<file path="config.mk">
export PLATFORM = sky130hd
export DESIGN_NAME = epoch_seconds_to_calendar_unit_flat
export DESIGN_NICKNAME = d
export VERILOG_FILES = /design/src/sv/e2c_pkg.sv /design/src/sv/e2c_ifs.sv /design/src/sv/e2c_seq.sv /design/src/sv/e2c_dp.sv /design/src/sv/epoch_seconds_to_calendar_unit.sv /design/src/flat_wrapper.sv
export SDC_FILE = /design/constraint.sdc
export NUM_CORES = 1
export LEC_CHECK = 0
export BUFFER_PORTS_ARGS = -buffer_cell sky130_fd_sc_hd__buf_2
export CAP_MARGIN = 0
export CELL_PAD_IN_SITES_DETAIL_PLACEMENT = 2
export CELL_PAD_IN_SITES_GLOBAL_PLACEMENT = 2
export CORE_AREA = 2 2 245 272
export DETAILED_ROUTE_END_ITERATION = 16
export DIE_AREA = 0 0 247 274
export GPL_TIMING_DRIVEN = 0
export PLACE_DENSITY = 0.73
export RECOVER_POWER = 25
export REMOVE_ABC_BUFFERS = 1
export SLEW_MARGIN = 20
export SYNTH_ARGS = -nofsm -noshare
export SYNTH_HDL_FRONTEND = slang
export SYNTH_HIERARCHICAL = 1
export SYNTH_SLANG_ARGS = --single-unit
</file>
<file path="constraint.sdc">
create_clock -name clk_i -period 8.95 [get_ports clk_i]
set_input_delay 1.79 -clock clk_i [delete_from_list [all_inputs] [get_ports clk_i]]
set_output_delay 1.79 -clock clk_i [all_outputs]
set_load 0.02 [all_outputs]
</file>
<file path="src/sv/e2c_pkg.sv">
`default_nettype none

package e2c_pkg;

  // Sequencer program counter
  localparam int unsigned PC_W = 4;
  typedef logic [PC_W-1:0] pc_t;

  // Program addresses that are jump targets
  localparam pc_t PC_WAIT  = 4'd0;
  localparam pc_t PC_YEAR  = 4'd9;
  localparam pc_t PC_MONTH = 4'd11;

  typedef enum logic [3:0] {
    OP_WAIT,    // take an input beat
    OP_DAY,     // days = seconds / 86400
    OP_SOD,     // second of day; days+4 kept for the weekday
    OP_HOUR,    // hour = second of day / 3600
    OP_SOH,     // second of hour
    OP_MIN,     // minute = second of hour / 60
    OP_SEC,     // second = what is left of the minute
    OP_WEEK,    // weeks in days+4, low bits only
    OP_WDAY,    // keep weekday, start year walk
    OP_YEAR,    // subtract one year length
    OP_YDONE,   // keep day of year, start month walk
    OP_MONTH,   // subtract one month length
    OP_EMIT     // load result register
  } op_e;

  typedef enum logic [1:0] {
    COND_NONE,
    COND_ALWAYS,
    COND_YEAR_MORE,
    COND_MON_MORE
  } cond_e;

  typedef struct packed {
    op_e   op;
    cond_e cond;
    pc_t   target;
  } uword_t;

  typedef struct packed {
    logic stall;
    logic year_more;
    logic mon_more;
  } dp_stat_t;

  localparam logic [7:0]  YOFF_EPOCH = 8'd70;   // 1970 - 1900
  localparam logic [7:0]  YOFF_2100  = 8'd200;  // century year, not leap
  localparam logic [15:0] WDAY_EPOCH = 16'd4;   // 1970-01-01 was a Thursday
  localparam logic [8:0]  YEAR_NORM  = 9'd365;
  localparam logic [8:0]  YEAR_LEAP  = 9'd366;
  localparam logic [3:0]  MON_FEB    = 4'd1;
  localparam logic [3:0]  MON_DEC    = 4'd11;

  localparam logic [16:0] SECS_DAY  = 17'd86400;
  localparam logic [11:0] SECS_HOUR = 12'd3600;
  localparam logic [5:0]  SECS_MIN  = 6'd60;
  localparam logic [2:0]  DAYS_WEEK = 3'd7;

  // Reciprocals, exact floor division over each operand's range:
  //   days   = ((t >> 7) * M_DAY) >> 35       (86400 = 128 * 675, t >> 7 < 2^25)
  //   hour   = ((sod >> 4) * M_HOUR) >> 21    (3600 = 16 * 225, sod >> 4 < 2^13)
  //   minute = ((soh >> 2) * M_MIN) >> 14     (60 = 4 * 15, soh >> 2 < 2^10)
  //   weeks  = (x * M_WEEK) >> 19             (x = days + 4 < 2^16)
  localparam logic [25:0] M_DAY  = 26'd50903317;
  localparam logic [13:0] M_HOUR = 14'd9321;
  localparam logic [10:0] M_MIN  = 11'd1093;
  localparam logic [16:0] M_WEEK = 17'd74899;

  // Offsets 70..206 only: 2000 is the sole multiple of 400, 2100 the sole other century
  function automatic logic leap_year(input logic [7:0] yoff);
    return (yoff[1:0] == 2'b00) && (yoff != YOFF_2100);
  endfunction

  function automatic logic [4:0] month_days(input logic [3:0] mon, input logic leap);
    logic [4:0] len;
    unique case (mon)
      MON_FEB:                   len = leap ? 5'd29 : 5'd28;
      4'd3, 4'd5, 4'd8, 4'd10:   len = 5'd30;
      default:                   len = 5'd31;
    endcase
    return len;
  endfunction

  // Microcode ROM
  function automatic uword_t ucode(input pc_t pc);
    uword_t w;
    unique case (pc)
      4'd0:    w = '{OP_WAIT,  COND_NONE,      PC_WAIT};
      4'd1:    w = '{OP_DAY,   COND_NONE,      PC_WAIT};
      4'd2:    w = '{OP_SOD,   COND_NONE,      PC_WAIT};
      4'd3:    w = '{OP_HOUR,  COND_NONE,      PC_WAIT};
      4'd4:    w = '{OP_SOH,   COND_NONE,      PC_WAIT};
      4'd5:    w = '{OP_MIN,   COND_NONE,      PC_WAIT};
      4'd6:    w = '{OP_SEC,   COND_NONE,      PC_WAIT};
      4'd7:    w = '{OP_WEEK,  COND_NONE,      PC_WAIT};
      4'd8:    w = '{OP_WDAY,  COND_NONE,      PC_WAIT};
      4'd9:    w = '{OP_YEAR,  COND_YEAR_MORE, PC_YEAR};
      4'd10:   w = '{OP_YDONE, COND_NONE,      PC_WAIT};
      4'd11:   w = '{OP_MONTH, COND_MON_MORE,  PC_MONTH};
      4'd12:   w = '{OP_EMIT,  COND_ALWAYS,    PC_WAIT};
      default: w = '{OP_WAIT,  COND_ALWAYS,    PC_WAIT};
    endcase
    return w;
  endfunction

endpackage

`default_nettype wire

</file>
<file path="src/sv/e2c_ifs.sv">
`default_nettype none

interface e2c_req_if;
  logic        valid;
  logic        ready;
  logic [31:0] epoch_seconds;

  modport source (output valid, output epoch_seconds, input ready);
  modport sink   (input valid, input epoch_seconds, output ready);
endinterface

interface e2c_rsp_if;
  logic       valid;
  logic       ready;
  logic [5:0] second;
  logic [5:0] minute;
  logic [4:0] hour;
  logic [2:0] weekday;
  logic [7:0] year_offset;
  logic [8:0] day_of_year;
  logic [3:0] month;
  logic [4:0] day_of_month;

  modport source (output valid, output second, output minute, output hour,
                  output weekday, output year_offset, output day_of_year,
                  output month, output day_of_month, input ready);
  modport sink   (input valid, input second, input minute, input hour,
                  input weekday, input year_offset, input day_of_year,
                  input month, input day_of_month, output ready);
endinterface

`default_nettype wire

</file>
<file path="src/sv/e2c_seq.sv">
`default_nettype none

module e2c_seq (
  input  wire logic               clk_i,
  input  wire logic               rst_ni,
  input  wire e2c_pkg::dp_stat_t  stat_i,
  output e2c_pkg::uword_t         uw_o
);

  e2c_pkg::pc_t    pc_q, pc_d;
  e2c_pkg::uword_t uw;
  logic            jump;

  assign uw   = e2c_pkg::ucode(pc_q);
  assign uw_o = uw;

  always_comb begin
    unique case (uw.cond)
      e2c_pkg::COND_NONE:      jump = 1'b0;
      e2c_pkg::COND_ALWAYS:    jump = 1'b1;
      e2c_pkg::COND_YEAR_MORE: jump = stat_i.year_more;
      e2c_pkg::COND_MON_MORE:  jump = stat_i.mon_more;
      default:                 jump = 1'b0;
    endcase
  end

  always_comb begin
    priority if (stat_i.stall) begin
      pc_d = pc_q;
    end else if (jump) begin
      pc_d = uw.target;
    end else begin
      pc_d = pc_q + e2c_pkg::pc_t'(1);
    end
  end

  always_ff @(posedge clk_i or negedge rst_ni) begin
    if (!rst_ni) begin
      pc_q <= e2c_pkg::PC_WAIT;
    end else begin
      pc_q <= pc_d;
    end
  end

endmodule

`default_nettype wire

</file>
<file path="src/sv/e2c_dp.sv">
`default_nettype none

module e2c_dp (
  input  wire logic              clk_i,
  input  wire logic              rst_ni,
  input  wire e2c_pkg::uword_t   uw_i,
  output e2c_pkg::dp_stat_t      stat_o,
  input  wire logic              in_valid_i,
  output logic                   in_ready_o,
  input  wire logic [31:0]       epoch_seconds_i,
  output logic                   out_valid_o,
  input  wire logic              out_ready_i,
  output logic [5:0]             second_o,
  output logic [5:0]             minute_o,
  output logic [4:0]             hour_o,
  output logic [2:0]             weekday_o,
  output logic [7:0]             year_offset_o,
  output logic [8:0]             day_of_year_o,
  output logic [3:0]             month_o,
  output logic [4:0]             day_of_month_o
);

  // working registers
  logic [31:0] n_q, n_d;
  logic [16:0] r_q, r_d;
  logic [15:0] days_q, days_d;
  logic [5:0]  sec_q, sec_d, min_q, min_d;
  logic [4:0]  hour_q, hour_d;
  logic [2:0]  wq_q, wq_d;
  logic [2:0]  wd_q, wd_d;
  logic [7:0]  yoff_q, yoff_d;
  logic [8:0]  yday_q, yday_d;
  logic [3:0]  mon_q, mon_d;

  // result register
  logic        ovld_q, ovld_d;
  logic [5:0]  osec_q, omin_q;
  logic [4:0]  ohour_q, odom_q;
  logic [2:0]  owd_q;
  logic [7:0]  oyoff_q;
  logic [8:0]  oyday_q;
  logic [3:0]  omon_q;

  // reciprocal quotients and remainders; remainders are exact in their width
  logic [50:0] day_prod;
  logic [26:0] hour_prod;
  logic [20:0] min_prod;
  logic [21:0] week_prod;
  logic [16:0] day_back, sod;
  logic [11:0] hour_back, soh;
  logic [5:0]  min_back;
  logic [2:0]  wk_back;

  logic        leap;
  logic [8:0]  ylen;
  logic [4:0]  mlen;
  logic        year_more, mon_more;
  logic        is_wait, is_emit, stall, emit;

  assign day_prod  = {26'b0, n_q[31:7]} * {25'b0, e2c_pkg::M_DAY};
  assign day_back  = {1'b0, days_q} * e2c_pkg::SECS_DAY;
  assign sod       = n_q[16:0] - day_back;
  assign hour_prod = {14'b0, r_q[16:4]} * {13'b0, e2c_pkg::M_HOUR};
  assign hour_back = {7'b0, hour_q} * e2c_pkg::SECS_HOUR;
  assign soh       = r_q[11:0] - hour_back;
  assign min_prod  = {11'b0, r_q[11:2]} * {10'b0, e2c_pkg::M_MIN};
  assign min_back  = min_q * e2c_pkg::SECS_MIN;
  // only weeks mod 8 matter for the 3-bit remainder
  assign week_prod = {6'b0, n_q[15:0]} * {5'b0, e2c_pkg::M_WEEK};
  assign wk_back   = wq_q * e2c_pkg::DAYS_WEEK;

  assign leap      = e2c_pkg::leap_year(yoff_q);
  assign ylen      = leap ? e2c_pkg::YEAR_LEAP : e2c_pkg::YEAR_NORM;
  assign year_more = days_q >= {7'b0, ylen};
  assign mlen      = e2c_pkg::month_days(mon_q, leap);
  assign mon_more  = (mon_q != e2c_pkg::MON_DEC) && (days_q >= {11'b0, mlen});

  assign is_wait = (uw_i.op == e2c_pkg::OP_WAIT);
  assign is_emit = (uw_i.op == e2c_pkg::OP_EMIT);
  assign stall   = (is_wait && !in_valid_i) || (is_emit && ovld_q && !out_ready_i);
  assign emit    = is_emit && !stall;

  assign stat_o.stall     = stall;
  assign stat_o.year_more = year_more;
  assign stat_o.mon_more  = mon_more;

  always_comb begin
    n_d    = n_q;
    r_d    = r_q;
    days_d = days_q;
    sec_d  = sec_q;
    min_d  = min_q;
    hour_d = hour_q;
    wq_d   = wq_q;
    wd_d   = wd_q;
    yoff_d = yoff_q;
    yday_d = yday_q;
    mon_d  = mon_q;
    unique case (uw_i.op)
      e2c_pkg::OP_WAIT: begin
        if (in_valid_i) begin
          n_d = epoch_seconds_i;
        end
      end
      e2c_pkg::OP_DAY: begin
        days_d = day_prod[50:35];
      end
      e2c_pkg::OP_SOD: begin
        r_d = sod;
        n_d = {16'b0, days_q + e2c_pkg::WDAY_EPOCH};
      end
      e2c_pkg::OP_HOUR: begin
        hour_d = hour_prod[25:21];
      end
      e2c_pkg::OP_SOH: begin
        r_d = {5'b0, soh};
      end
      e2c_pkg::OP_MIN: begin
        min_d = min_prod[19:14];
      end
      e2c_pkg::OP_SEC: begin
        sec_d = r_q[5:0] - min_back;
      end
      e2c_pkg::OP_WEEK: begin
        wq_d = week_prod[21:19];
      end
      e2c_pkg::OP_WDAY: begin
        wd_d   = n_q[2:0] - wk_back;
        yoff_d = e2c_pkg::YOFF_EPOCH;
      end
      e2c_pkg::OP_YEAR: begin
        if (year_more) begin
          days_d = days_q - {7'b0, ylen};
          yoff_d = yoff_q + 8'd1;
        end
      end
      e2c_pkg::OP_YDONE: begin
        yday_d = days_q[8:0];
        mon_d  = '0;
      end
      e2c_pkg::OP_MONTH: begin
        if (mon_more) begin
          days_d = days_q - {11'b0, mlen};
          mon_d  = mon_q + 4'd1;
        end
      end
      e2c_pkg::OP_EMIT: begin
      end
      default: begin
      end
    endcase
  end

  always_comb begin
    priority if (emit) begin
      ovld_d = 1'b1;
    end else if (out_ready_i) begin
      ovld_d = 1'b0;
    end else begin
      ovld_d = ovld_q;
    end
  end

  always_ff @(posedge clk_i or negedge rst_ni) begin
    if (!rst_ni) begin
      ovld_q <= 1'b0;
    end else begin
      ovld_q <= ovld_d;
    end
  end

  always_ff @(posedge clk_i) begin
    n_q    <= n_d;
    r_q    <= r_d;
    days_q <= days_d;
    sec_q  <= sec_d;
    min_q  <= min_d;
    hour_q <= hour_d;
    wq_q   <= wq_d;
    wd_q   <= wd_d;
    yoff_q <= yoff_d;
    yday_q <= yday_d;
    mon_q  <= mon_d;
    if (emit) begin
      osec_q  <= sec_q;
      omin_q  <= min_q;
      ohour_q <= hour_q;
      owd_q   <= wd_q;
      oyoff_q <= yoff_q;
      oyday_q <= yday_q;
      omon_q  <= mon_q;
      odom_q  <= days_q[4:0] + 5'd1;
    end
  end

  assign in_ready_o     = is_wait;
  assign out_valid_o    = ovld_q;
  assign second_o       = osec_q;
  assign minute_o       = omin_q;
  assign hour_o         = ohour_q;
  assign weekday_o      = owd_q;
  assign year_offset_o  = oyoff_q;
  assign day_of_year_o  = oyday_q;
  assign month_o        = omon_q;
  assign day_of_month_o = odom_q;

endmodule

`default_nettype wire

</file>
<file path="src/sv/epoch_seconds_to_calendar_unit.sv">
// Conversion time: the year step repeats once per year past 1970 and the month step
//   once per month past January, so it grows with the date.
// One item at a time: the next input beat is taken in the cycle after the result
//   register loads.
// Emit holds while the output register is full and not taken; the input then waits.
// Reset (rst_ni low, asynchronous): sequencer returns to the wait step, output empty.
`default_nettype none

module epoch_seconds_to_calendar_unit (
  input  wire logic clk_i,
  input  wire logic rst_ni,
  e2c_req_if.sink   req_i,
  e2c_rsp_if.source rsp_o
);

  // Program, one control word per step:
  //   wait     take input beat
  //   day      days by reciprocal multiply of seconds >> 7
  //   sod      second of day = seconds - days * 86400; days+4 kept for weekday
  //   hour     hour by reciprocal multiply of sod >> 4
  //   soh      second of hour = sod - hour * 3600
  //   min      minute by reciprocal multiply of soh >> 2
  //   sec      second = soh - minute * 60
  //   week     weeks in days+4, low three bits
  //   wday     weekday = days+4 - weeks * 7; year walk starts at 1970
  //   year     loop: subtract 365/366 while days allow
  //   ydone    day of year kept; month walk starts at January
  //   month    loop: subtract month length, stops at December
  //   emit     load result register, back to wait (holds while it is full and not taken)

  e2c_pkg::uword_t   uw;
  e2c_pkg::dp_stat_t stat;

  e2c_seq u_seq (
    .clk_i  (clk_i),
    .rst_ni (rst_ni),
    .stat_i (stat),
    .uw_o   (uw)
  );

  e2c_dp u_dp (
    .clk_i           (clk_i),
    .rst_ni          (rst_ni),
    .uw_i            (uw),
    .stat_o          (stat),
    .in_valid_i      (req_i.valid),
    .in_ready_o      (req_i.ready),
    .epoch_seconds_i (req_i.epoch_seconds),
    .out_valid_o     (rsp_o.valid),
    .out_ready_i     (rsp_o.ready),
    .second_o        (rsp_o.second),
    .minute_o        (rsp_o.minute),
    .hour_o          (rsp_o.hour),
    .weekday_o       (rsp_o.weekday),
    .year_offset_o   (rsp_o.year_offset),
    .day_of_year_o   (rsp_o.day_of_year),
    .month_o         (rsp_o.month),
    .day_of_month_o  (rsp_o.day_of_month)
  );

endmodule

`default_nettype wire

</file>
<file path="src/flat_wrapper.sv">
// flat-port wrapper written by rule: the top's interface ports become plain ports
module epoch_seconds_to_calendar_unit_flat 
  (clk_i, rst_ni, req_i_valid, req_i_epoch_seconds, req_i_ready, rsp_o_valid, rsp_o_second, rsp_o_minute, rsp_o_hour, rsp_o_weekday, rsp_o_year_offset, rsp_o_day_of_year, rsp_o_month, rsp_o_day_of_month, rsp_o_ready);
  e2c_req_if req_i_i ();
  e2c_rsp_if rsp_o_i ();
  input  wire logic clk_i;
  input  wire logic rst_ni;
  input wire logic [$bits(req_i_i.valid)-1:0] req_i_valid;
  input wire logic [$bits(req_i_i.epoch_seconds)-1:0] req_i_epoch_seconds;
  output wire logic [$bits(req_i_i.ready)-1:0] req_i_ready;
  output wire logic [$bits(rsp_o_i.valid)-1:0] rsp_o_valid;
  output wire logic [$bits(rsp_o_i.second)-1:0] rsp_o_second;
  output wire logic [$bits(rsp_o_i.minute)-1:0] rsp_o_minute;
  output wire logic [$bits(rsp_o_i.hour)-1:0] rsp_o_hour;
  output wire logic [$bits(rsp_o_i.weekday)-1:0] rsp_o_weekday;
  output wire logic [$bits(rsp_o_i.year_offset)-1:0] rsp_o_year_offset;
  output wire logic [$bits(rsp_o_i.day_of_year)-1:0] rsp_o_day_of_year;
  output wire logic [$bits(rsp_o_i.month)-1:0] rsp_o_month;
  output wire logic [$bits(rsp_o_i.day_of_month)-1:0] rsp_o_day_of_month;
  input wire logic [$bits(rsp_o_i.ready)-1:0] rsp_o_ready;
  assign req_i_i.valid = req_i_valid;
  assign req_i_i.epoch_seconds = req_i_epoch_seconds;
  assign req_i_ready = req_i_i.ready;
  assign rsp_o_valid = rsp_o_i.valid;
  assign rsp_o_second = rsp_o_i.second;
  assign rsp_o_minute = rsp_o_i.minute;
  assign rsp_o_hour = rsp_o_i.hour;
  assign rsp_o_weekday = rsp_o_i.weekday;
  assign rsp_o_year_offset = rsp_o_i.year_offset;
  assign rsp_o_day_of_year = rsp_o_i.day_of_year;
  assign rsp_o_month = rsp_o_i.month;
  assign rsp_o_day_of_month = rsp_o_i.day_of_month;
  assign rsp_o_i.ready = rsp_o_ready;
  epoch_seconds_to_calendar_unit u_core (.clk_i(clk_i), .rst_ni(rst_ni), .req_i(req_i_i), .rsp_o(rsp_o_i));
endmodule
</file>
==> metrics <==
Synth Cell Area 23,800 um2; Placement Setup Slack 1.37 ns; setup TNS 0 ns; GRT Util Overall 21.6%; fraction of layout cells with a size suffix above 1 6.26%; Inserted Diodes 0; Detailed Place HPWL 59.8 mm; critical path class reg2reg; Setup Fix Bufs, Post-CTS 0; drt drc 0; Core ar. 65,300 um2; total gr overflow 0; number of vias per cell 5.15; Worst EP arrival 7.92 ns; Net count, final 3,234; antenna violations before repair 1; cts repair resizes 0; first-pass GRT wire length 111 mm; Hold Path Depth 0; Layout Skew 0.0139 ns; CTS sink cnt 160; Antenna Nets Post-Route 0; DRT Pass-1 Iters 4; Max FO, Critical Path 14; CTS max path bufs 2; vias in the first global route 19,900; worst setup margin 1.23 ns; number of buffers added on ports 83; Layout Cells excl Fill 3,254; Rows 99; Avg WL per Cell 21.7 um; Fin Hold WS 0.415 ns; Gate Count Post-Synth 2,308; TritonCTS buffer count 17; Critical Path RT 9.15 ns; Post-CTS Hold Buffers 0; Vias 16,800; path type of the worst min-delay path reg2reg; register clock-pin slew on the reported worst setup and hold paths 0.08 ns; CTS tree done; CTS root buffer clkbuf_16; RSZ-0062 raised after global routing false; fin crit share 86.2%; worst-margin pin slew 1.84 ns; relative max-transition margin -22.6%; Die W 247 um; placed cells 3,222; WL final 70.7 mm; gpl congestion 0.885; Area Growth Syn to Fin 8.67%; YS warnings 6; status complete, but fails checks; failing checks capacitance limit, slew limit; final hold violation count 0; Final min period 7.72 ns; Clock Latency Late Sink 0.45 ns; crit path launch type flip-flop; max-slew violation count 45; initial DRC count 463; Initial Util 36.4%; die height 274 um; H-tree level count 4; Die Area 67,700 um2; final setup violation count 0; CP Capture Type flip-flop; Worst R2R Path Depth 21; max_cap viols 1; Peak Freq 130 MHz; Synth Area per Inst 10.3 um2; # IOs 84; largest net degree at the start of global routing 45
==> stage by stage <==
stage          cell area (um2)  util, %
2_1_floorplan            23600        -
4_1_cts                  25800     39.6
3_3_place_gp             25100     38.4
3_5_place_dp             25200     38.6
6_report                 25800     39.6
5_1_grt                  25800     39.6
==> cell type report <==
| cell class | count | area (um2) |
|---|---|---|
| clock buffer | 18 | 439 |
| clock inverter | 14 | 184 |
| fill | 6961 | 39500 |
| tap | 858 | 1070 |
| timing repair buffer | 92 | 505 |
| inverter | 578 | 2170 |
| multi-input combinational | 1534 | 16700 |
| sequential | 160 | 4780 |
==> routing by layer <==
layer	vias to the layer above	routed length, um	GRT usage (%)
li1	7762	-	-
met2	242	39200	42.4
met5	-	0	0
met4	0	2310	7.07
met3	102	1750	2.08
met1	8648	27400	24.0
==> worst paths after layout <==
check | start | end | slack, ns
worst min register to register | u_core/u_dp/yday_q[8] | u_core/u_dp/day_of_year_o[8] | 0.41
min in group asynchronous | rst_ni | u_core/u_dp/out_valid_o | 1.17
worst max register to register | u_core/u_dp/n_q[12] | u_core/u_dp/days_q[3] | 1.23
max in group asynchronous | rst_ni | u_core/u_seq/pc_q[2] | 7.56
worst max-delay path | u_core/u_dp/n_q[12] | u_core/u_dp/days_q[3] | 1.23
worst min-delay path | u_core/u_dp/yday_q[8] | u_core/u_dp/day_of_year_o[8] | 0.41
==> critical path, cell delays in order (launching register included) <==
cell      delay [ns]
edfxtp_1        1.03
inv_1           0.29
ha_1            0.43
inv_1           0.17
fa_1            0.48
ha_1            0.30
inv_1           0.05
fa_1            0.50
inv_1           0.05
fa_1            0.48
fa_1            0.55
inv_1           0.06
fa_1            0.54
inv_1           0.06
ha_1            0.34
a21oi_1         0.19
o21ai_0         0.13
a41oi_1         0.72
a21boi_0        0.32
or3_2           0.50
nand3_1         0.16
nand3_1         0.10
==> cell usage in the layout (no fill, tap or decap), types with 5 or more instances in the layout <==
| master | instances |
|---|---|
| nand4_1 | 16 |
| o21ai_0 | 78 |
| a21o_1 | 39 |
| nor4_1 | 7 |
| and2_1 | 24 |
| nor3_1 | 21 |
| o211ai_1 | 7 |
| nand3b_1 | 6 |
| buf_2 | 82 |
| nand2b_1 | 9 |
| a21oi_1 | 78 |
| a211oi_1 | 8 |
| or2_2 | 6 |
| xor2_1 | 30 |
| nand3_1 | 28 |
| ha_1 | 545 |
| nand2_1 | 90 |
| o22ai_1 | 7 |
| o21a_1 | 10 |
| dfrtp_1 | 5 |
| nor2b_1 | 10 |
| o221ai_1 | 9 |
| inv_1 | 576 |
| edfxtp_1 | 155 |
| fa_1 | 270 |
| a31oi_1 | 13 |
| nor2_1 | 56 |
| xnor2_1 | 62 |
| or3_1 | 11 |
| clkbuf_16 | 17 |
| o21bai_1 | 10 |
| o211a_1 | 5 |
| and3_1 | 7 |
==> flip-flops by register name, indices dropped and copies added, names as in the netlist <==
register                    cells
u_core/u_dp/n_q                32
u_core/u_dp/yoff_q              8
u_core/u_dp/min_q               6
u_core/u_dp/day_of_year_o       9
u_core/u_dp/hour_o              5
u_core/u_dp/month_o             4
u_core/u_dp/hour_q              5
u_core/u_dp/day_of_month_o      5
u_core/u_dp/minute_o            6
u_core/u_dp/weekday_o           3
u_core/u_dp/out_valid_o         1
u_core/u_dp/yday_q              9
u_core/u_dp/mon_q               4
u_core/u_dp/wq_q                3
u_core/u_dp/wd_q                3
u_core/u_dp/days_q             16
u_core/u_dp/second_o            6
u_core/u_dp/sec_q               6
u_core/u_dp/r_q                17
u_core/u_seq/pc_q               4
u_core/u_dp/year_offset_o       8
Power is left out: the tool's default activity adds up to more than one toggle a clock period on the data nets, which glitch-free logic cannot reach.
